### src/rtl/rlss_pkg.sv
// shared types and constants for the rgb led strip serializer
package rlss_pkg;

   // default number of leds the pixel memory holds
   localparam int MAX_LEDS_DEF = 16;

   // field widths
   localparam int OP_W        = 2;
   localparam int LED_IDX_W   = 4;
   localparam int COLOR_W     = 8;
   localparam int PCT_W       = 8;
   localparam int BIT_TICK_W  = 8;
   localparam int TICK_W      = 10;
   localparam int COUNT_W     = 5;
   localparam int CSR_IDX_W   = 3;
   localparam int CSR_DATA_W  = 10;
   localparam int ROW_W       = 3 * COLOR_W;

   // brightness scaling: floor(c * pct / 100) as (c * pct * RECIP) >> RECIP_SHIFT
   localparam int SCALE_PCT_W = 7;
   localparam int PROD_W      = COLOR_W + SCALE_PCT_W;
   localparam int RECIP_W     = 13;
   localparam int RECIP_SHIFT = 19;
   localparam logic [RECIP_W-1:0] RECIP    = 13'd5243;
   localparam logic [PCT_W-1:0]   PCT_FULL = 8'd100;

   // register reset values
   localparam logic [BIT_TICK_W-1:0] ZERO_HIGH_RST = 8'd3;
   localparam logic [BIT_TICK_W-1:0] ZERO_LOW_RST  = 8'd9;
   localparam logic [BIT_TICK_W-1:0] ONE_HIGH_RST  = 8'd9;
   localparam logic [BIT_TICK_W-1:0] ONE_LOW_RST   = 8'd3;
   localparam logic [TICK_W-1:0]     LATCH_RST     = 10'd500;
   localparam logic [COUNT_W-1:0]    LED_COUNT_RST = 5'd12;

   // item opcodes
   typedef enum logic [OP_W-1:0] {
      OP_TICK  = 2'd0,
      OP_SET   = 2'd1,
      OP_CLEAR = 2'd2
   } opcode_type;

   // configuration register indexes
   typedef enum logic [CSR_IDX_W-1:0] {
      CSR_ZERO_HIGH = 3'd0,
      CSR_ZERO_LOW  = 3'd1,
      CSR_ONE_HIGH  = 3'd2,
      CSR_ONE_LOW   = 3'd3,
      CSR_LATCH     = 3'd4,
      CSR_LED_COUNT = 3'd5
   } csr_index_type;

   // command from the frame sequencer to the pixel store
   typedef struct packed {
      logic                 set_en;
      logic                 clear_en;
      logic [LED_IDX_W-1:0] led_index;
      logic [COLOR_W-1:0]   red;
      logic [COLOR_W-1:0]   green;
      logic [COLOR_W-1:0]   blue;
      logic [PCT_W-1:0]     pct;
   } pix_cmd_type;

endpackage

### src/rtl/rgb_led_strip_serializer.sv
// rgb led strip serializer: one-wire frame sequencer, registers and response queue
// response: a result is registered in the head register, or in the skid entry while the head is held
// throughput: one beat per cycle while the skid entry is empty; after a set beat the input stalls while
//   its scaled row goes through the single write port of the pixel memory
// reset: synchronous, loads control and registers with reset values and clears row valid bits; no memory sweep
module rgb_led_strip_serializer
   import rlss_pkg::*;
#(
   parameter int MAX_LEDS = MAX_LEDS_DEF
) (
   input  logic                  clock,
   input  logic                  reset,
   input  logic                  req_valid,
   output logic                  req_stall,
   input  logic [OP_W-1:0]       req_opcode,
   input  logic [LED_IDX_W-1:0]  req_led_index,
   input  logic [COLOR_W-1:0]    req_red_in,
   input  logic [COLOR_W-1:0]    req_green_in,
   input  logic [COLOR_W-1:0]    req_blue_in,
   input  logic [PCT_W-1:0]      req_brightness_pct,
   output logic                  rsp_valid,
   input  logic                  rsp_stall,
   output logic                  rsp_line_level,
   output logic                  rsp_busy_res,
   output logic                  rsp_accepted,
   input  logic                  csr_valid,
   output logic                  csr_ready,
   input  logic [CSR_IDX_W-1:0]  csr_index,
   input  logic [CSR_DATA_W-1:0] csr_data
);

   localparam int IDX_W = (MAX_LEDS > 1) ? $clog2(MAX_LEDS) : 1;
   localparam int LED_W = $clog2(MAX_LEDS + 1);
   localparam int CNT_W = (LED_W > COUNT_W) ? LED_W : COUNT_W;

   localparam logic [1:0] SLOT_GREEN = 2'd0;
   localparam logic [1:0] SLOT_BLUE  = 2'd1;
   localparam logic [1:0] SLOT_RED   = 2'd2;
   localparam logic [2:0] BIT_LAST   = 3'd7;

   typedef enum logic [1:0] {
      PH_IDLE,
      PH_DATA,
      PH_LATCH
   } phase_type;

   typedef struct packed {
      logic line_level;
      logic busy_res;
      logic accepted;
   } rsp_type;

   // configuration registers
   logic [BIT_TICK_W-1:0] zero_high_ff;
   logic [BIT_TICK_W-1:0] zero_low_ff;
   logic [BIT_TICK_W-1:0] one_high_ff;
   logic [BIT_TICK_W-1:0] one_low_ff;
   logic [TICK_W-1:0]     latch_ff;
   logic [COUNT_W-1:0]    led_count_ff;

   // frame state
   phase_type             phase_ff, phase_in;
   logic [LED_W-1:0]      led_ff, led_in;
   logic [1:0]            slot_ff, slot_in;
   logic [2:0]            bit_ff, bit_in;
   logic [TICK_W-1:0]     ticks_ff, ticks_in;
   logic                  line_ff, line_in;

   // response queue: head register and skid entry
   rsp_type               head_ff, head_in;
   logic                  head_valid_ff, head_valid_in;
   rsp_type               skid_ff, skid_in;
   logic                  skid_valid_ff, skid_valid_in;

   logic                  req_take;
   logic                  rsp_take;
   logic                  acc;
   rsp_type               rsp_new;
   pix_cmd_type           cmd;
   logic                  wr_busy;
   logic [ROW_W-1:0]      cur_row;
   logic [COLOR_W-1:0]    cur_byte;
   logic                  cur_bit;
   logic [BIT_TICK_W-1:0] bit_high;
   logic [BIT_TICK_W-1:0] bit_low;
   logic [BIT_TICK_W:0]   bit_len;
   logic [TICK_W:0]       tick_next;
   logic [TICK_W:0]       latch_cnt;
   logic                  latch_end;
   logic [CNT_W-1:0]      active;
   logic [LED_W-1:0]      led_inc;
   logic                  frame_done;
   logic                  idx_ok;

   assign req_take  = req_valid && !req_stall;
   assign rsp_take  = head_valid_ff && !rsp_stall;
   assign req_stall = skid_valid_ff || wr_busy;
   assign csr_ready = 1'b1;

   // pixel memory
   rlss_pixel_store #(
      .MAX_LEDS (MAX_LEDS)
   ) u_store (
      .clock   (clock),
      .reset   (reset),
      .cmd     (cmd),
      .rd_addr (led_in[IDX_W-1:0]),
      .rd_row  (cur_row),
      .wr_busy (wr_busy)
   );

   // configuration writes
   always_ff @(posedge clock) begin
      if (reset) begin
         zero_high_ff <= ZERO_HIGH_RST;
         zero_low_ff  <= ZERO_LOW_RST;
         one_high_ff  <= ONE_HIGH_RST;
         one_low_ff   <= ONE_LOW_RST;
         latch_ff     <= LATCH_RST;
         led_count_ff <= LED_COUNT_RST;
      end else if (csr_valid && csr_ready) begin
         case (csr_index)
            CSR_ZERO_HIGH: zero_high_ff <= csr_data[BIT_TICK_W-1:0];
            CSR_ZERO_LOW:  zero_low_ff  <= csr_data[BIT_TICK_W-1:0];
            CSR_ONE_HIGH:  one_high_ff  <= csr_data[BIT_TICK_W-1:0];
            CSR_ONE_LOW:   one_low_ff   <= csr_data[BIT_TICK_W-1:0];
            CSR_LATCH:     latch_ff     <= csr_data[TICK_W-1:0];
            CSR_LED_COUNT: led_count_ff <= csr_data[COUNT_W-1:0];
            default: ;
         endcase
      end
   end

   // leds in a frame, limited to the memory depth
   assign active = (CNT_W'(led_count_ff) > CNT_W'(MAX_LEDS)) ? CNT_W'(MAX_LEDS)
                                                             : CNT_W'(led_count_ff);
   assign idx_ok     = CNT_W'(req_led_index) < active;
   assign frame_done = CNT_W'(led_ff) >= active;
   assign led_inc    = led_ff + LED_W'(1);

   // current bit on the line, msb first
   always_comb begin
      case (slot_ff)
         SLOT_GREEN: cur_byte = cur_row[3*COLOR_W-1:2*COLOR_W];
         SLOT_BLUE:  cur_byte = cur_row[2*COLOR_W-1:COLOR_W];
         default:    cur_byte = cur_row[COLOR_W-1:0];
      endcase
   end
   assign cur_bit   = cur_byte[BIT_LAST - bit_ff];
   assign bit_high  = cur_bit ? one_high_ff : zero_high_ff;
   assign bit_low   = cur_bit ? one_low_ff : zero_low_ff;
   assign bit_len   = {1'b0, bit_high} + {1'b0, bit_low};
   assign tick_next = {1'b0, ticks_ff} + (TICK_W+1)'(1);

   // reset code count: a data phase with nothing left starts it on this tick
   assign latch_cnt = (phase_ff == PH_DATA) ? (TICK_W+1)'(1) : tick_next;
   assign latch_end = latch_cnt >= {1'b0, latch_ff};

   // frame sequencer
   always_comb begin
      phase_in = phase_ff;
      led_in   = led_ff;
      slot_in  = slot_ff;
      bit_in   = bit_ff;
      ticks_in = ticks_ff;
      line_in  = line_ff;
      acc      = 1'b0;

      cmd.set_en    = 1'b0;
      cmd.clear_en  = 1'b0;
      cmd.led_index = req_led_index;
      cmd.red       = req_red_in;
      cmd.green     = req_green_in;
      cmd.blue      = req_blue_in;
      cmd.pct       = req_brightness_pct;

      if (req_take) begin
         case (req_opcode)
            OP_TICK: begin
               acc = 1'b1;
               if (phase_ff == PH_DATA && !frame_done) begin
                  // data bit: high then low
                  line_in = {2'b00, ticks_ff} < {3'b000, bit_high};
                  if (tick_next >= (TICK_W+1)'(bit_len)) begin
                     ticks_in = '0;
                     if (bit_ff == BIT_LAST) begin
                        bit_in = '0;
                        if (slot_ff == SLOT_RED) begin
                           slot_in = SLOT_GREEN;
                           led_in  = led_inc;
                           if (CNT_W'(led_inc) >= active) begin
                              phase_in = PH_LATCH;
                           end
                        end else begin
                           slot_in = slot_ff + 2'd1;
                        end
                     end else begin
                        bit_in = bit_ff + 3'd1;
                     end
                  end else begin
                     ticks_in = tick_next[TICK_W-1:0];
                  end
               end else if (phase_ff == PH_DATA || phase_ff == PH_LATCH) begin
                  // reset code: line low
                  line_in = 1'b0;
                  if (latch_end) begin
                     phase_in = PH_IDLE;
                     ticks_in = '0;
                     led_in   = '0;
                     slot_in  = SLOT_GREEN;
                     bit_in   = '0;
                  end else begin
                     phase_in = PH_LATCH;
                     ticks_in = latch_cnt[TICK_W-1:0];
                  end
               end else begin
                  line_in = 1'b0;
               end
            end
            OP_SET: begin
               if (phase_ff == PH_IDLE && idx_ok) begin
                  cmd.set_en = 1'b1;
                  acc        = 1'b1;
               end
            end
            OP_CLEAR: begin
               if (phase_ff == PH_IDLE) begin
                  cmd.clear_en = 1'b1;
                  acc          = 1'b1;
               end
            end
            default: ;
         endcase

         // start of frame
         if (cmd.set_en || cmd.clear_en) begin
            phase_in = PH_DATA;
            led_in   = '0;
            slot_in  = SLOT_GREEN;
            bit_in   = '0;
            ticks_in = '0;
            line_in  = 1'b0;
         end
      end
   end

   always_ff @(posedge clock) begin
      if (reset) begin
         phase_ff <= PH_IDLE;
         led_ff   <= '0;
         slot_ff  <= SLOT_GREEN;
         bit_ff   <= '0;
         ticks_ff <= '0;
         line_ff  <= 1'b0;
      end else begin
         phase_ff <= phase_in;
         led_ff   <= led_in;
         slot_ff  <= slot_in;
         bit_ff   <= bit_in;
         ticks_ff <= ticks_in;
         line_ff  <= line_in;
      end
   end

   // response beat for the request taken this cycle
   assign rsp_new.line_level = line_in;
   assign rsp_new.busy_res   = phase_in != PH_IDLE;
   assign rsp_new.accepted   = acc;

   // response queue
   always_comb begin
      head_in       = head_ff;
      head_valid_in = head_valid_ff;
      skid_in       = skid_ff;
      skid_valid_in = skid_valid_ff;
      if (rsp_take || !head_valid_ff) begin
         if (skid_valid_ff) begin
            head_in       = skid_ff;
            head_valid_in = 1'b1;
            skid_valid_in = 1'b0;
         end else begin
            head_in       = rsp_new;
            head_valid_in = req_take;
         end
      end else if (req_take) begin
         skid_in       = rsp_new;
         skid_valid_in = 1'b1;
      end
   end

   always_ff @(posedge clock) begin
      if (reset) begin
         head_valid_ff <= 1'b0;
         skid_valid_ff <= 1'b0;
      end else begin
         head_valid_ff <= head_valid_in;
         skid_valid_ff <= skid_valid_in;
      end
      head_ff <= head_in;
      skid_ff <= skid_in;
   end

   assign rsp_valid      = head_valid_ff;
   assign rsp_line_level = head_ff.line_level;
   assign rsp_busy_res   = head_ff.busy_res;
   assign rsp_accepted   = head_ff.accepted;

endmodule

### src/rtl/rlss_pixel_store.sv
// pixel memory with brightness scaling write pipeline and row valid bits
module rlss_pixel_store
   import rlss_pkg::*;
#(
   parameter int MAX_LEDS = MAX_LEDS_DEF,
   localparam int IDX_W = (MAX_LEDS > 1) ? $clog2(MAX_LEDS) : 1
) (
   input  logic              clock,
   input  logic              reset,
   input  pix_cmd_type       cmd,
   input  logic [IDX_W-1:0]  rd_addr,
   output logic [ROW_W-1:0]  rd_row,
   output logic              wr_busy
);

   localparam int FULL_W = PROD_W + RECIP_W;

   // one row per led: green, blue, red from msb down
   logic [ROW_W-1:0]       pixel_mem [MAX_LEDS];
   logic [MAX_LEDS-1:0]    row_valid_ff;

   logic [SCALE_PCT_W-1:0] pct_clamped;
   logic                   wr_pend_ff;
   logic [IDX_W-1:0]       wr_addr_ff;
   logic [PROD_W-1:0]      prod_g_ff;
   logic [PROD_W-1:0]      prod_b_ff;
   logic [PROD_W-1:0]      prod_r_ff;
   logic [ROW_W-1:0]       wr_row;
   logic                   wr_hit;
   logic [ROW_W-1:0]       rd_data_ff;
   logic                   rd_valid_ff;

   // divide by 100 through a reciprocal multiply, exact for products below 25600
   function automatic logic [COLOR_W-1:0] pct_scale(input logic [PROD_W-1:0] prod);
      logic [FULL_W-1:0] full;
      full = FULL_W'(prod) * FULL_W'(RECIP);
      return full[RECIP_SHIFT +: COLOR_W];
   endfunction

   // brightness clamps at full
   assign pct_clamped = (cmd.pct > PCT_FULL) ? PCT_FULL[SCALE_PCT_W-1:0]
                                             : cmd.pct[SCALE_PCT_W-1:0];

   // first write stage: color times percent
   always_ff @(posedge clock) begin
      if (reset) begin
         wr_pend_ff <= 1'b0;
      end else begin
         wr_pend_ff <= cmd.set_en;
      end
      if (cmd.set_en) begin
         wr_addr_ff <= IDX_W'(cmd.led_index);
         prod_g_ff  <= PROD_W'(cmd.green) * PROD_W'(pct_clamped);
         prod_b_ff  <= PROD_W'(cmd.blue) * PROD_W'(pct_clamped);
         prod_r_ff  <= PROD_W'(cmd.red) * PROD_W'(pct_clamped);
      end
   end

   // second write stage: divide and store the row
   assign wr_row = {pct_scale(prod_g_ff), pct_scale(prod_b_ff), pct_scale(prod_r_ff)};
   assign wr_hit = wr_pend_ff && (wr_addr_ff == rd_addr);

   // memory port, write data forwarded to a read of the same row
   always_ff @(posedge clock) begin
      if (wr_pend_ff) begin
         pixel_mem[wr_addr_ff] <= wr_row;
      end
      rd_data_ff <= wr_hit ? wr_row : pixel_mem[rd_addr];
   end

   // row valid bits: cleared rows read as zero
   always_ff @(posedge clock) begin
      if (reset) begin
         row_valid_ff <= '0;
         rd_valid_ff  <= 1'b0;
      end else begin
         if (cmd.clear_en) begin
            row_valid_ff <= '0;
         end else if (wr_pend_ff) begin
            row_valid_ff[wr_addr_ff] <= 1'b1;
         end
         rd_valid_ff <= !cmd.clear_en && (wr_hit || row_valid_ff[rd_addr]);
      end
   end

   assign rd_row  = rd_valid_ff ? rd_data_ff : '0;
   assign wr_busy = wr_pend_ff;

endmodule

### config.mk
export PLATFORM = sky130hd
export DESIGN_NAME = rgb_led_strip_serializer
export DESIGN_NICKNAME = d
export VERILOG_FILES = /design/src/rtl/rlss_pkg.sv /design/src/rtl/rgb_led_strip_serializer.sv /design/src/rtl/rlss_pixel_store.sv
export SDC_FILE = /design/constraint.sdc
export NUM_CORES = 2
export LEC_CHECK = 0
export BUFFER_PORTS_ARGS = -buffer_cell sky130_fd_sc_hd__buf_2
export CAP_MARGIN = 20
export CORE_ASPECT_RATIO = 0.6
export CORE_UTILIZATION = 43
export DETAILED_ROUTE_END_ITERATION = 10
export GPL_TIMING_DRIVEN = 0
export PLACE_DENSITY = 0.61
export REMOVE_ABC_BUFFERS = 1
export SLEW_MARGIN = 15
export SYNTH_ARGS = -nofsm -noshare
export SYNTH_HDL_FRONTEND = slang
export SYNTH_HIERARCHICAL = 1
export SYNTH_SLANG_ARGS = --single-unit
### constraint.sdc
create_clock -name clock -period 9.35 [get_ports clock]
set_input_delay 1.4025 -clock clock [delete_from_list [all_inputs] [get_ports clock]]
set_output_delay 1.4025 -clock clock [all_outputs]
set_load 0.1 [all_outputs]
==> metrics list <==
* Number of register bits inferred by synthesis: 533
- Number of antenna violations at the first check in global routing: 1
* Number of rows created at floorplan: 84
* Cell type with the highest occurrence count on the critical path: sky130_fd_sc_hd__mux4_2
- Compared with the post-synthesis result, the final layout area differs by 11.88%.
* Clock network fraction of total power: 16.3%
* Status: complete, no violations
- In the routed layout, each cell is associated on average with a via count of 5.279.
- Detailed placement HPWL: 63790 um
- Proportion of register bits with asynchronous set or reset after synthesis: 0%
* Worst path arrival time: 9470 ps
* CP endpoint kind: flip-flop
* Number of DRC markers after the initial detailed-route iteration: 1978
* Placeable core region: 87760 um^2
- Placement Cell Area: 40630 um^2
* Dpl cells: 4254
- TritonCTS built the clock tree.
- Effective utilization at floorplan: 43.52%
- The clock passes through at most 3 buffers.
- The most used flip-flop cell after synthesis is sky130_fd_sc_hd__edfxtp_1.
- Clock-pin slew was measured on the worst setup and hold paths at 70 ps.
- Mapped Area: 38190 um^2
- Of all cell types, the one taking the most synthesized area is sky130_fd_sc_hd__edfxtp_1.
* Post-detailed-routing wire length: 87110 um
* Max-cap viol count: 0
- Setup repair after global routing left no endpoint under its margin.
* Worst setup endpoint: u_store/rd_valid_ff
* Vertical die dimension: 232.9 um
- Highest attainable clock frequency: 111.1 MHz
- Setup violators final: 0
- Die X: 386.8 um
- In this run the mean area of a mapped cell was 12.45 um^2.
- The worst pin sits at a relative slew slack of 27.30%.
- Total count of max-transition violations in the final report: 0
- In this run the worst path has a maximum fanout of 20.
- Nets: 3955
- The repair_antennas step left the layout with diodes totalling 0.
* Critical path required time: 9820 ps
- Number of cells on the worst reg-to-reg path: 33
* Overall power consumption: 13240 uW
- Period minus WS final: 9001 ps
- Worst IR drop on VDD: 0.0003340 V
- Fraction of layout cells with a size suffix above 1: 13.31%
- Most frequently used cell type in the post-synthesis netlist: sky130_fd_sc_hd__inv_1
- Wire length of the first global-routing pass: 135800 um
- Period Utilization, post-route: 96.26%
- By startpoint and endpoint, the worst setup path is classified as reg -> reg.
* Root Driver: sky130_fd_sc_hd__clkbuf_16
- Gate count after technology mapping: 3067
- Leak Pwr: 0.01842 uW
- Psw: 5352 uW
* Port Buf Inserts: 60
* Overall Global Routing Usage: 19.56%
* Layout filler cell count: 7628
* Leading cell types by count after synthesis: sky130_fd_sc_hd__inv_1, sky130_fd_sc_hd__ha_1, sky130_fd_sc_hd__edfxtp_1
* Worst clock skew on the final layout: 24.42 ps
- First-pass DRT Iterations: 6
- Entering global routing, the biggest net connects 76 pins.
* Instance count along the most critical hold path: 2
* DRC Markers: 0
- Internal Power: 7890 uW
- For this design the top-level I/O count stands at 62.
- Yosys mapped a number of flops with a built-in enable equal to 439.
- Net switching is 40.41% of the power.
- At the later pin of the worst-skew pair, clock insertion delay measures 630 ps.
- CP Launch Type: flip-flop
* GRT Residual Overflow: 0
- Before CTS, the worst setup slack after placement is -1330 ps.
* Area share of the largest cell type after synthesis: 34.51%
- The tightest min-delay check is of the reg -> reg type.
* Vias in the first global route: 22540
* Post-layout instance area: 42730 um^2
- Dividing total power by cell area gives a power density of 309.9 nW/um^2.
- Cell at the slowest stage of the critical path: sky130_fd_sc_hd__mux4_2
- During synthesis, Yosys emitted a total of 6 warnings.
- The detail route stage leaves a number of antenna-violating nets equal to 0.
- Clock sinks: 533
- In the final routed layout, each cell accounts on average for 19.94 um.
- Num CTS Buffers: 51
- Final std cells w/o fill: 4369
- Yosys mapped the design onto 84 distinct sky130hd cell types.
- Global placer's final weighted congestion: 0.8433
- The floorplan step defined a die boundary enclosing 90060 um^2.
- Synth top area cells: sky130_fd_sc_hd__edfxtp_1, sky130_fd_sc_hd__fa_1, sky130_fd_sc_hd__ha_1
- After synthesis, flip-flops and latches occupy 39.44% of the total area.
- Setup slack closes at 349.5 ps.
* Combinational Power Share: 51.8%
* R2R Path End: u_store/rd_valid_ff
* Worst Tran Pin Value: 1073 ps
- Slowest Stage Delay on Critical Path: 640 ps
- Final hold viol count: 0
- Of the total power, registers draw 31.9%.
* Register-to-register setup slack: 350 ps
- CTS H-tree lvls: 2
- Total vias in the final route: 23070
-- timing repair --
item,4_1_cts,5_1_grt
gates cloned,3,2
resized for setup,6,5
setup endpoints to repair,2,1
hold buffers,0,0
setup buffers,6,6
pin swaps,1,1
hold endpoints to repair,0,0
-- metal layers --
metal / track usage, % / wire (um)
met5: 0 / 0
met3: 3.953 / 6658
met2: 25.54 / 33330
met4: 2.664 / 898
met1: 32.89 / 46220
-- worst min path at each step --
stage               startpoint              end  slack [ps]
2_1_floorplan    one_low_ff[3]    one_low_ff[3]         430
3_3_place_gp   zero_high_ff[5]  zero_high_ff[5]         440
3_5_place_dp   zero_high_ff[3]  zero_high_ff[3]         440
4_1_cts        zero_high_ff[3]  zero_high_ff[3]         450
5_1_grt         zero_low_ff[1]   zero_low_ff[1]         470
6_report       zero_high_ff[5]  zero_high_ff[5]         450
-- power groups by stage --
stage / clock, uW / sequential [uW] / combinational [uW]
3_5_place_dp: 0 / 4290 / 6660
4_1_cts: 2210 / 4240 / 6710
2_1_floorplan: 0 / 4280 / 4480
5_1_grt: 2300 / 4240 / 7760
6_report: 2160 / 4230 / 6850
3_3_place_gp: 0 / 4330 / 6340
-- flip-flops by register name (all words and copies together) (netlist names), 8 cells and up, named ones only --
name / count
u_store/pixel_mem: 384
u_store/row_valid_ff: 16
u_store/prod_b_ff: 15
u_store/prod_g_ff: 15
u_store/prod_r_ff: 15
latch_ff: 10
ticks_ff: 10
one_high_ff: 8
one_low_ff: 8
zero_high_ff: 8
zero_low_ff: 8
-- worst max-delay path: cells and delay by family (launching register included) --
family                     cells  cell delay (ps)
AOI/OAI and AO/OA              9             1790
muxes                          9             4170
and+or+nand+nor                6              620
adders and majority gates      5             1320
buffers and inverters          4              550
DFF                            1              370
-- final cells by class --
type / count / area (um^2) / area share, %
repair buffers: 125 / 1345 / 3.148
flip-flops and latches: 533 / 15070 / 35.28
inverters: 547 / 2053 / 4.805
clock inverters: 33 / 387.9 / 0.9077
clock buffers: 63 / 1351 / 3.162
multi-input cells: 1907 / 21070 / 49.30
well taps: 1161 / 1453 / 3.400
-- through the flow --
step / util (%) / TNS, ps / hold slack (ps)
floorplan: - / -30160 / 426.8
global placement: 45.11 / -160050 / 439.1
detailed placement: 46.30 / -1400 / 445.0
CTS: 48.48 / 0 / 454.2
global route: 48.69 / 0 / 473.9
finish: 48.69 / 0 / 451.7
-- logic make-up (layout without fill, tap and decap cells) --
family                   after synthesis  after routing  synth area share (%)
AO/OA/AOI/OAI                        295            295                 5.278
XOR/XNOR                              95             95                 2.178
adder cells (fa/ha/maj)              738            738                 29.89
buffers and inverters                628            768                 6.322
flip-flops                           533            533                 39.44
multiplexers                         166            167                 8.720
other                                  1              1              0.009818
AND/OR/NAND/NOR                      611            611                 8.160
-- layout by cell type (no fill, tap or decap), drive strengths merged, types with 5 or more instances in the layout --
cell type,instances
or2,7
mux2,21
o21bai,9
bufinv,6
mux2i,15
clkinv,17
clkbuf,67
dfxtp,94
o21ai,30
nand4,12
nand3,37
inv,551
nor3,36
edfxtp,439
ha,442
a22oi,5
nor2b,44
xnor2,72
buf,120
nand2,158
a21oi,99
nand2b,10
nor2,108
nand3b,17
fa,292
mux4,131
a211oi,15
o211ai,13
and3,92
and2,66
o21a,22
a211o,9
o311ai,6
clkinvlp,6
a21o,32
or3,7
xor2,23
a31oi,12
Power figures use the tool's default switching activity.
